$ cat config.mk
export PLATFORM = sky130hd
export DESIGN_NAME = piezo_envelope_trigger_detector
export DESIGN_NICKNAME = d
export VERILOG_FILES = /design/src/rtl/pet_det_pkg.sv /design/src/rtl/piezo_envelope_trigger_detector.sv
export SDC_FILE = /design/constraint.sdc
export NUM_CORES = 1
export LEC_CHECK = 0
export ABC_AREA = 1
export BUFFER_PORTS_ARGS = -buffer_cell sky130_fd_sc_hd__buf_2
export CAP_MARGIN = 30
export CORE_MARGIN = 4
export CORE_UTILIZATION = 59
export CTS_BUF_LIST = sky130_fd_sc_hd__clkbuf_4 sky130_fd_sc_hd__clkbuf_8
export DETAILED_ROUTE_END_ITERATION = 16
export HOLD_SLACK_MARGIN = 0.03
export MAX_ROUTING_LAYER = met4
export PLACE_DENSITY = 0.77
export SYNTH_ARGS = -nofsm -noshare
export SYNTH_HDL_FRONTEND = slang
export SYNTH_SLANG_ARGS = --single-unit
$ cat constraint.sdc
create_clock -name clk -period 12.5 [get_ports clk]
set_input_delay 0.625 -clock clk [delete_from_list [all_inputs] [get_ports clk]]
set_output_delay 0.625 -clock clk [all_outputs]
set_load 0.02 [all_outputs]
$ cat src/rtl/pet_det_pkg.sv
package pet_det_pkg;

    localparam int SAMPLE_BITS = 10;
    localparam int AVG_W       = 16;
    localparam int EXT_W       = AVG_W + 2;
    localparam int LEVEL_W     = 12;
    localparam int PAD_W       = 8;
    localparam int HOLD_W      = 16;
    localparam int CFG_DATA_W  = 16;
    localparam int CFG_IDX_W   = 1;

    localparam logic [CFG_IDX_W-1:0] REG_NOISE_PADDING = 1'b0;
    localparam logic [CFG_IDX_W-1:0] REG_HOLD_TICKS    = 1'b1;

    localparam logic [AVG_W-1:0]  BIAS_RESET  = AVG_W'(511 << 4);
    localparam logic [AVG_W-1:0]  UPPER_RESET = AVG_W'(520 << 4);
    localparam logic [AVG_W-1:0]  LOWER_RESET = AVG_W'(500 << 4);
    localparam logic [PAD_W-1:0]  PAD_RESET   = PAD_W'(16);
    localparam logic [HOLD_W-1:0] HOLD_RESET  = HOLD_W'(200);

    // One step of the average: x + s - ((x - 8) >>> 4), wrapped to 16 bits.
    function automatic logic [AVG_W-1:0] ewma_update(
        input logic [AVG_W-1:0]       x,
        input logic [SAMPLE_BITS-1:0] s
    );
        logic signed [EXT_W-1:0] xm;
        logic signed [EXT_W-1:0] q;
        logic signed [EXT_W-1:0] r;
        xm = $signed({2'b00, x}) - $signed(EXT_W'(8));
        q  = xm >>> 4;
        r  = $signed({{(EXT_W-SAMPLE_BITS){1'b0}}, s}) + $signed({2'b00, x}) - q;
        return r[AVG_W-1:0];
    endfunction

endpackage

$ cat src/rtl/piezo_envelope_trigger_detector.sv
// A sample request that is accepted is held in the input register; its result then goes
// to the result register. Throughput: one sample per cycle unless result_stall holds a
// result; the averages, band and timer settle in one pass of logic between the two registers.
// Reset (rst_n, asynchronous, active low) loads the averages with their start
// values, clears the hold timer and switch, and restores both registers' defaults.
module piezo_envelope_trigger_detector
    import pet_det_pkg::*;
(
    input  logic                   clk,
    input  logic                   rst_n,
    input  logic                   wr_en,
    input  logic [CFG_IDX_W-1:0]   wr_index,
    input  logic [CFG_DATA_W-1:0]  wr_data,
    input  logic                   sample_valid,
    output logic                   sample_stall,
    input  logic [SAMPLE_BITS-1:0] sample,
    output logic                   result_valid,
    input  logic                   result_stall,
    output logic                   trigger_low,
    output logic                   trigger_high,
    output logic                   switch_on,
    output logic [LEVEL_W-1:0]     bias_level,
    output logic [LEVEL_W-1:0]     low_level,
    output logic [LEVEL_W-1:0]     high_level
);

    logic [PAD_W-1:0]       noise_padding_reg;
    logic [HOLD_W-1:0]      hold_ticks_reg;

    logic                   in_valid_reg;
    logic [SAMPLE_BITS-1:0] in_sample_reg;

    logic [AVG_W-1:0]       bias_reg;
    logic [AVG_W-1:0]       upper_reg;
    logic [AVG_W-1:0]       lower_reg;
    logic [HOLD_W-1:0]      hold_timer_reg;
    logic                   switch_reg;

    logic                   out_valid_reg;
    logic                   tlow_reg;
    logic                   thigh_reg;
    logic                   sw_out_reg;
    logic [LEVEL_W-1:0]     bias_lvl_reg;
    logic [LEVEL_W-1:0]     low_lvl_reg;
    logic [LEVEL_W-1:0]     high_lvl_reg;

    logic                   out_free;
    logic                   move;
    logic                   take;

    logic [AVG_W-1:0]       bias_next;
    logic [AVG_W-1:0]       upper_next;
    logic [AVG_W-1:0]       lower_next;
    logic [HOLD_W-1:0]      hold_timer_next;
    logic                   switch_next;
    logic [AVG_W-1:0]       mid;
    logic [AVG_W-1:0]       noise;
    logic signed [EXT_W-1:0] lo_th;
    logic [EXT_W-1:0]       hi_th;
    logic [EXT_W-1:0]       s_ext;
    logic                   tlow;
    logic                   thigh;

    assign out_free     = !out_valid_reg || !result_stall;
    assign move         = in_valid_reg && out_free;
    assign take         = sample_valid && !sample_stall;
    assign sample_stall = in_valid_reg && !out_free;

    always_comb
    begin
        s_ext     = {{(EXT_W-SAMPLE_BITS){1'b0}}, in_sample_reg};
        bias_next = ewma_update(bias_reg, in_sample_reg);
        mid       = {4'b0000, bias_next[AVG_W-1:4]};
        upper_next = upper_reg;
        lower_next = lower_reg;
        if ({{(AVG_W-SAMPLE_BITS){1'b0}}, in_sample_reg} > mid)
        begin
            upper_next = ewma_update(upper_reg, in_sample_reg);
        end
        if ({{(AVG_W-SAMPLE_BITS){1'b0}}, in_sample_reg} < mid)
        begin
            lower_next = ewma_update(lower_reg, in_sample_reg);
        end
        noise = upper_next - lower_next + {{(AVG_W-PAD_W){1'b0}}, noise_padding_reg};

        // The low threshold may go negative; the floor shift keeps it below any sample.
        lo_th = ($signed({2'b00, bias_next}) - $signed({2'b00, noise})) >>> 4;
        hi_th = ({2'b00, bias_next} + {2'b00, noise}) >> 4;
        tlow  = $signed(s_ext) < lo_th;
        thigh = !tlow && (s_ext > hi_th);

        hold_timer_next = hold_timer_reg;
        switch_next     = switch_reg;
        if (tlow || thigh)
        begin
            hold_timer_next = hold_ticks_reg;
            switch_next     = 1'b1;
        end
        else if (hold_timer_reg != '0)
        begin
            hold_timer_next = hold_timer_reg - HOLD_W'(1);
        end
        else
        begin
            switch_next = 1'b0;
        end
    end

    always_ff @(posedge clk or negedge rst_n)
    begin
        if (!rst_n)
        begin
            noise_padding_reg <= PAD_RESET;
            hold_ticks_reg    <= HOLD_RESET;
        end
        else if (wr_en)
        begin
            case (wr_index)
                REG_NOISE_PADDING: noise_padding_reg <= wr_data[PAD_W-1:0];
                REG_HOLD_TICKS:    hold_ticks_reg    <= wr_data[HOLD_W-1:0];
                default:           ;
            endcase
        end
    end

    always_ff @(posedge clk or negedge rst_n)
    begin
        if (!rst_n)
        begin
            in_valid_reg   <= 1'b0;
            out_valid_reg  <= 1'b0;
            bias_reg       <= BIAS_RESET;
            upper_reg      <= UPPER_RESET;
            lower_reg      <= LOWER_RESET;
            hold_timer_reg <= '0;
            switch_reg     <= 1'b0;
        end
        else
        begin
            if (take)
            begin
                in_valid_reg <= 1'b1;
            end
            else if (move)
            begin
                in_valid_reg <= 1'b0;
            end
            if (move)
            begin
                out_valid_reg  <= 1'b1;
                bias_reg       <= bias_next;
                upper_reg      <= upper_next;
                lower_reg      <= lower_next;
                hold_timer_reg <= hold_timer_next;
                switch_reg     <= switch_next;
            end
            else if (!result_stall)
            begin
                out_valid_reg <= 1'b0;
            end
        end
    end

    always_ff @(posedge clk)
    begin
        if (take)
        begin
            in_sample_reg <= sample;
        end
        if (move)
        begin
            tlow_reg     <= tlow;
            thigh_reg    <= thigh;
            sw_out_reg   <= switch_next;
            bias_lvl_reg <= bias_next[AVG_W-1:4];
            low_lvl_reg  <= lower_next[AVG_W-1:4];
            high_lvl_reg <= upper_next[AVG_W-1:4];
        end
    end

    assign result_valid = out_valid_reg;
    assign trigger_low  = tlow_reg;
    assign trigger_high = thigh_reg;
    assign switch_on    = sw_out_reg;
    assign bias_level   = bias_lvl_reg;
    assign low_level    = low_lvl_reg;
    assign high_level   = high_lvl_reg;

`ifndef SYNTHESIS
    a_one_trigger: assert property (@(posedge clk) disable iff (!rst_n)
        out_valid_reg |-> !(tlow_reg && thigh_reg))
        else $error("both trigger indicators set");

    a_trigger_switch: assert property (@(posedge clk) disable iff (!rst_n)
        (out_valid_reg && (tlow_reg || thigh_reg)) |-> sw_out_reg)
        else $error("trigger without switch on");

    a_stall_cause: assert property (@(posedge clk) disable iff (!rst_n)
        sample_stall |-> (in_valid_reg && out_valid_reg && result_stall))
        else $error("input stalled without a blocked result");

    a_timer_reload: assert property (@(posedge clk) disable iff (!rst_n)
        (move && (tlow || thigh)) |=> (hold_timer_reg == $past(hold_ticks_reg)))
        else $error("hold timer not reloaded on trigger");
`endif

endmodule
==> results_dict.tcl, run 1 <==
set metrics [dict create \
    status "complete, no violations" \
    final_common_cell "nand2_1" \
    die_w_um 156 \
    remaining_drc_errors 0 \
    cts_num_sinks 140 \
    stdcell_count 1987 \
    post_cts.repair.setup_buffers 0 \
    grt_pass1_vias 10917 \
    overflow 0 \
    synthDistinctLibCells 60 \
    tns_ps 0 \
    wl_per_cell_um 16.4 \
    finalSetupViolCount 0 \
    place_inst 1955 \
    num_vias 10993 \
    hold_violations 0 \
    synth_area_leaders "ha_1 (14%), dfrtp_1 (14%), nand2_1 (12%)" \
    final_cell_mix "nand2_1 (405), inv_1 (244), ha_1 (147), a21oi_1 (92), xor2_1 (89)" \
    layout_setup_ws_ps 1260 \
    drtIter0Drc 751 \
    rows 53 \
    regToRegSetupSlack_ps 1260 \
    r2r_start "bias_reg[4]" \
    die_area_sq_um 24300 \
    fin_crit_ps 11240 \
    ant_nets 0 \
    io_buffer_count 72 \
    synth.top_cell.area_share_pct 14.2 \
    diodes 0 \
    cts_tree "built" \
    vias_per_cell 5.53 \
    rsz0062_at_grt "false" \
    finalCritPeriodShare_pct 89.9 \
    final_nets 1916 \
    htree_num_levels 4 \
    synth_flop_cell "dfrtp_1" \
    reg2reg_to "hold_timer_reg[7]" \
    cp_max_fo 20 \
    fmax_mhz 89.0 \
    crit_top_cell "nand2_1" \
    fp.dieH_um 156 \
    final_layout_size_suffix_gt1_share_pct 12.7 \
    ctsHoldBuffers 0 \
    area_growth_pct 7.41 \
    cp_num_buf_inv 6 \
    slew-limit-headroom_pct 38.3 \
    yosys.area.top_type "ha_1" \
    end_kind "register" \
    clock_path_buffers 2 \
    seq_area_frac_synth_pct 29.2 \
    synth_area_sq_um 12900 \
    cp_slowest_cell "a2111oi_0" \
    syn_avg_cell_area_sq_um 7.92 \
    syn_nets 1849 \
    grt_max_degree 69 \
    cts_resized 0 \
    path_class "reg -> reg" \
    ys_ff_latch 140 \
    path_clk_slew_ps 100 \
    cts_buffers 17 \
    cp_slowest_stage_delay_ps 650 \
    grt.total_usage_pct 28.9 \
    finClkSkew_ps 24.0 \
    tightest_slew_ps 923 \
    pin_count 73 \
    start_kind "register" \
    cp.required_ps 12910 \
    netlist_instances 1632 \
    synth_edf_count 49 \
    yosys_warnings 0 \
    maxCapViolCount 0 \
    clkLatencyLatePin_ps 480 \
    antenna_found_initial 0 \
    hpwlAfterDp_um 25500 \
    coreArea_sq_um 21300 \
    crit_family "simple AND/OR/NAND/NOR gates" \
    drt-total-wl_um 32600 \
    r2r_cells 52 \
    globalplace.congestion 0.956 \
    preCtsSetupSlack_ps 1420 \
    clockRootBuffer "clkbuf_8" \
    initial_core_util_pct 60.7 \
    hold_class "in -> async" \
    first_pass_iters 5 \
    arrival_ps 11650 \
    async_reset_ff_share_pct 65.0 \
    grt_pass1_wl_um 54500 \
    slew_violations 0 \
]
-- cell usage after synthesis, types with 3 or more instances --
cell,instances
o31ai_1,3
dfrtp_1,70
dfstp_2,21
clkbuf_1,11
o21ai_2,23
nand3b_1,3
a21o_1,6
nor2_1,73
a21boi_0,3
edfxtp_1,49
inv_2,9
nand2_1,405
xnor2_1,21
nand3_1,73
nand2_2,15
inv_1,245
nand2_4,3
a31oi_1,6
nor4_1,3
ha_1,147
fa_1,38
a21oi_1,92
nand4_1,16
o21bai_1,8
buf_4,3
o21ai_1,22
mux2_2,8
nor3_1,25
o21ai_0,84
buf_6,8
nor2_2,7
nand3_2,7
xor2_1,89
-- routing by layer --
| layer | vias up | GRT usage [%] | share of wire, % | wire length, um |
|---|---|---|---|---|
| met3 | 80 | 4.91 | 6.3 | 2050 |
| met2 | 330 | 46.0 | 47 | 15200 |
| met5 | - | - | 0 | 0 |
| li1 | 5463 | - | - | - |
| met4 | 0 | 9.71 | 3.1 | 1020 |
| met1 | 5120 | 37.6 | 44 | 14300 |
-- worst max path at each step --
stage | startpoint | to | slack [ps] | cells after the start
3_5_place_dp | bias_reg[4] | hold_timer_reg[7] | 1420 | 52
6_report | bias_reg[4] | hold_timer_reg[7] | 1260 | 52
2_1_floorplan | bias_reg[3] | hold_timer_reg[6] | 3630 | 56
4_1_cts | bias_reg[4] | hold_timer_reg[7] | 1340 | 52
3_3_place_gp | bias_reg[4] | hold_timer_reg[15] | 1900 | 52
5_1_grt | bias_reg[4] | switch_reg | 210 | 49
-- layout make-up --
class,count,area [sq um]
timing repair buffer,75,385
clock buffer,17,234
fill,1828,7410
tap,275,344
inverter,257,973
multi-input combinational,1208,7980
clock inverter,15,194
sequential,140,3770
-- through the flow --
step | hold WS [ps] | instance area, sq um | utilization, %
after floorplan | 329 | 12900 | -
after global placement | 470 | 13500 | 63.2
after detailed placement | 473 | 13500 | 63.2
after CTS | 136 | 13900 | 65.2
after global routing | 140 | 13900 | 65.2
final | 133 | 13900 | 65.2
-- cells by family (layout without fill, tap and decap cells) --
kind of cell	after synthesis	after routing	synth area share, %
simple gates	643	643	21.8
xor+xnor	110	110	7.45
mux	8	8	0.697
compound gates	262	262	11.7
flops	140	140	29.2
buf+inv	284	364	9.08
fa+ha+maj	185	185	20.1
-- worst register-to-register path: cells and delay by family (launching register included) --
family / cells / cell delay, ps
AND/OR/NAND/NOR: 21 / 3280
flip-flops: 1 / 550
AO/OA/AOI/OAI: 13 / 2480
buffers and inverters: 6 / 680
adder cells (fa/ha/maj): 8 / 3070
XOR/XNOR: 4 / 1100
Power of run 1 is not shown: default switching activity piles up to over one toggle a cycle in this logic, so the estimate is an artifact.
==> inputs of run 2 (changes only) <==
--- a/config.mk
+++ b/config.mk
@@ -7,14 +7,14 @@
 export LEC_CHECK = 0
 export ABC_AREA = 1
 export BUFFER_PORTS_ARGS = -buffer_cell sky130_fd_sc_hd__buf_2
-export CAP_MARGIN = 30
 export CORE_MARGIN = 4
-export CORE_UTILIZATION = 59
+export CORE_UTILIZATION = 48
 export CTS_BUF_LIST = sky130_fd_sc_hd__clkbuf_4 sky130_fd_sc_hd__clkbuf_8
 export DETAILED_ROUTE_END_ITERATION = 16
 export HOLD_SLACK_MARGIN = 0.03
 export MAX_ROUTING_LAYER = met4
-export PLACE_DENSITY = 0.77
+export PLACE_DENSITY = 0.65
+export REMOVE_ABC_BUFFERS = 1
 export SYNTH_ARGS = -nofsm -noshare
 export SYNTH_HDL_FRONTEND = slang
 export SYNTH_SLANG_ARGS = --single-unit
==> results_dict.tcl, run 2 (same netlist as run 1, synthesis figures left out) <==
set metrics [dict create \
    status "complete, no violations" \
    die_w_um 172 \
    cp_max_fo 20 \
    post_cts.repair.setup_buffers 0 \
    arrival_ps 11330 \
    start_kind "register" \
    final_nets 1920 \
    cts_buffers 17 \
    finalCritPeriodShare_pct 87.4 \
    coreArea_sq_um 26300 \
    rows 59 \
    path_class "reg -> reg" \
    hold_class "in -> async" \
    hpwlAfterDp_um 26000 \
    end_kind "register" \
    cp_num_buf_inv 6 \
    wl_per_cell_um 16.5 \
    initial_core_util_pct 49.2 \
    r2r_start "bias_reg[3]" \
    globalplace.congestion 0.983 \
    diodes 0 \
    remaining_drc_errors 0 \
    first_pass_iters 5 \
    grt_max_degree 97 \
    clock_path_buffers 2 \
    clkLatencyLatePin_ps 480 \
    crit_family "simple AND/OR/NAND/NOR gates" \
    utilization_pct 53.0 \
    hold_violations 0 \
    cp.required_ps 12910 \
    htree_num_levels 4 \
    die_area_sq_um 29600 \
    ant_nets 0 \
    reg2reg_to "hold_timer_reg[6]" \
    fill_cells 2539 \
    cts_resized 0 \
    drtIter0Drc 529 \
    num_vias 10776 \
    regToRegSetupSlack_ps 1580 \
    ctsHoldBuffers 0 \
    cp_slowest_cell "a2111oi_0" \
    fin_crit_ps 10920 \
    grt.total_usage_pct 24.3 \
    antenna_found_initial 0 \
    final_common_cell "nand2_1" \
    cts_tree "built" \
    rsz0062_at_grt "false" \
    clockRootBuffer "clkbuf_8" \
    fp.dieH_um 172 \
    pin_count 73 \
    tightest_slew_ps 1170 \
    area_growth_pct 7.75 \
    finalSetupViolCount 0 \
    overflow 0 \
    fmax_mhz 91.5 \
    cp_slowest_stage_delay_ps 590 \
    path_clk_slew_ps 90 \
    final_layout_size_suffix_gt1_share_pct 12.9 \
    slew-limit-headroom_pct 22.3 \
    r2r_cells 55 \
    tns_ps 0 \
    slew_violations 0 \
    vias_per_cell 5.25 \
    grt_pass1_vias 10528 \
    crit_top_cell "nand2_1" \
    cts_num_sinks 140 \
    final_cell_mix "nand2_1 (405), inv_1 (244), ha_1 (147), a21oi_1 (92), xor2_1 (89)" \
    finClkSkew_ps 21.0 \
    maxCapViolCount 0 \
    grt_pass1_wl_um 54500 \
    drt-total-wl_um 33800 \
    io_buffer_count 72 \
]
[run 2: cell types whose count changed in the layout (fill, tap and decap cells not counted), sizes merged]
cell / change
clkinv: +1
buf: +4
inv: -4
clkinvlp: +3
bufinv: -2
clkbuf: +2
[run 2: how the worst max path moves through the flow]
stage                      from                 to  cells past startpoint
floorplan           bias_reg[3]  hold_timer_reg[0]                     55
global placement    bias_reg[3]  hold_timer_reg[6]                     55
detailed placement  bias_reg[3]  hold_timer_reg[6]                     55
CTS                 bias_reg[3]  hold_timer_reg[6]                     51
global route        bias_reg[3]         switch_reg                     53
finish              bias_reg[3]  hold_timer_reg[6]                     55
[run 2: worst reg2reg max path: cells and delay by family, from the launching register on]
kind	cells	cell delay (ps)
compound gates	15	2820
flops	1	480
simple gates	23	3390
xor+xnor	3	670
buf+inv	6	580
fa+ha+maj	8	2900
[run 2: layout make-up]
cell class              count  area, sq um  area share (%)
clock buffers              19          262            1.88
clock inverters            13          105           0.755
inverters                 257          973            6.99
multi-input cells        1208         7980            57.3
flip-flops and latches    140         3770            27.1
well taps                 335          419            3.01
repair buffers             79          415            2.98
[run 2: metrics by stage]
step	worst slack (ps)	hold slack, ps	cells	area (sq um)
final	1580	152	2051	13900
after global routing	658	185	2051	13900
after CTS	1580	176	2051	13900
after global placement	1920	464	2019	13600
after detailed placement	1660	465	2019	13600
after floorplan	3060	329	1605	12700
[run 2: routing by layer]
metal	wire length [um]	vias up	global-route usage [%]
met2	15900	258	39.1
met4	879	0	7.42
met1	15200	5001	31.4
met5	0	-	-
li1	-	5464	-
met3	1760	53	4.55
Power of run 2 is left out for the same reason.
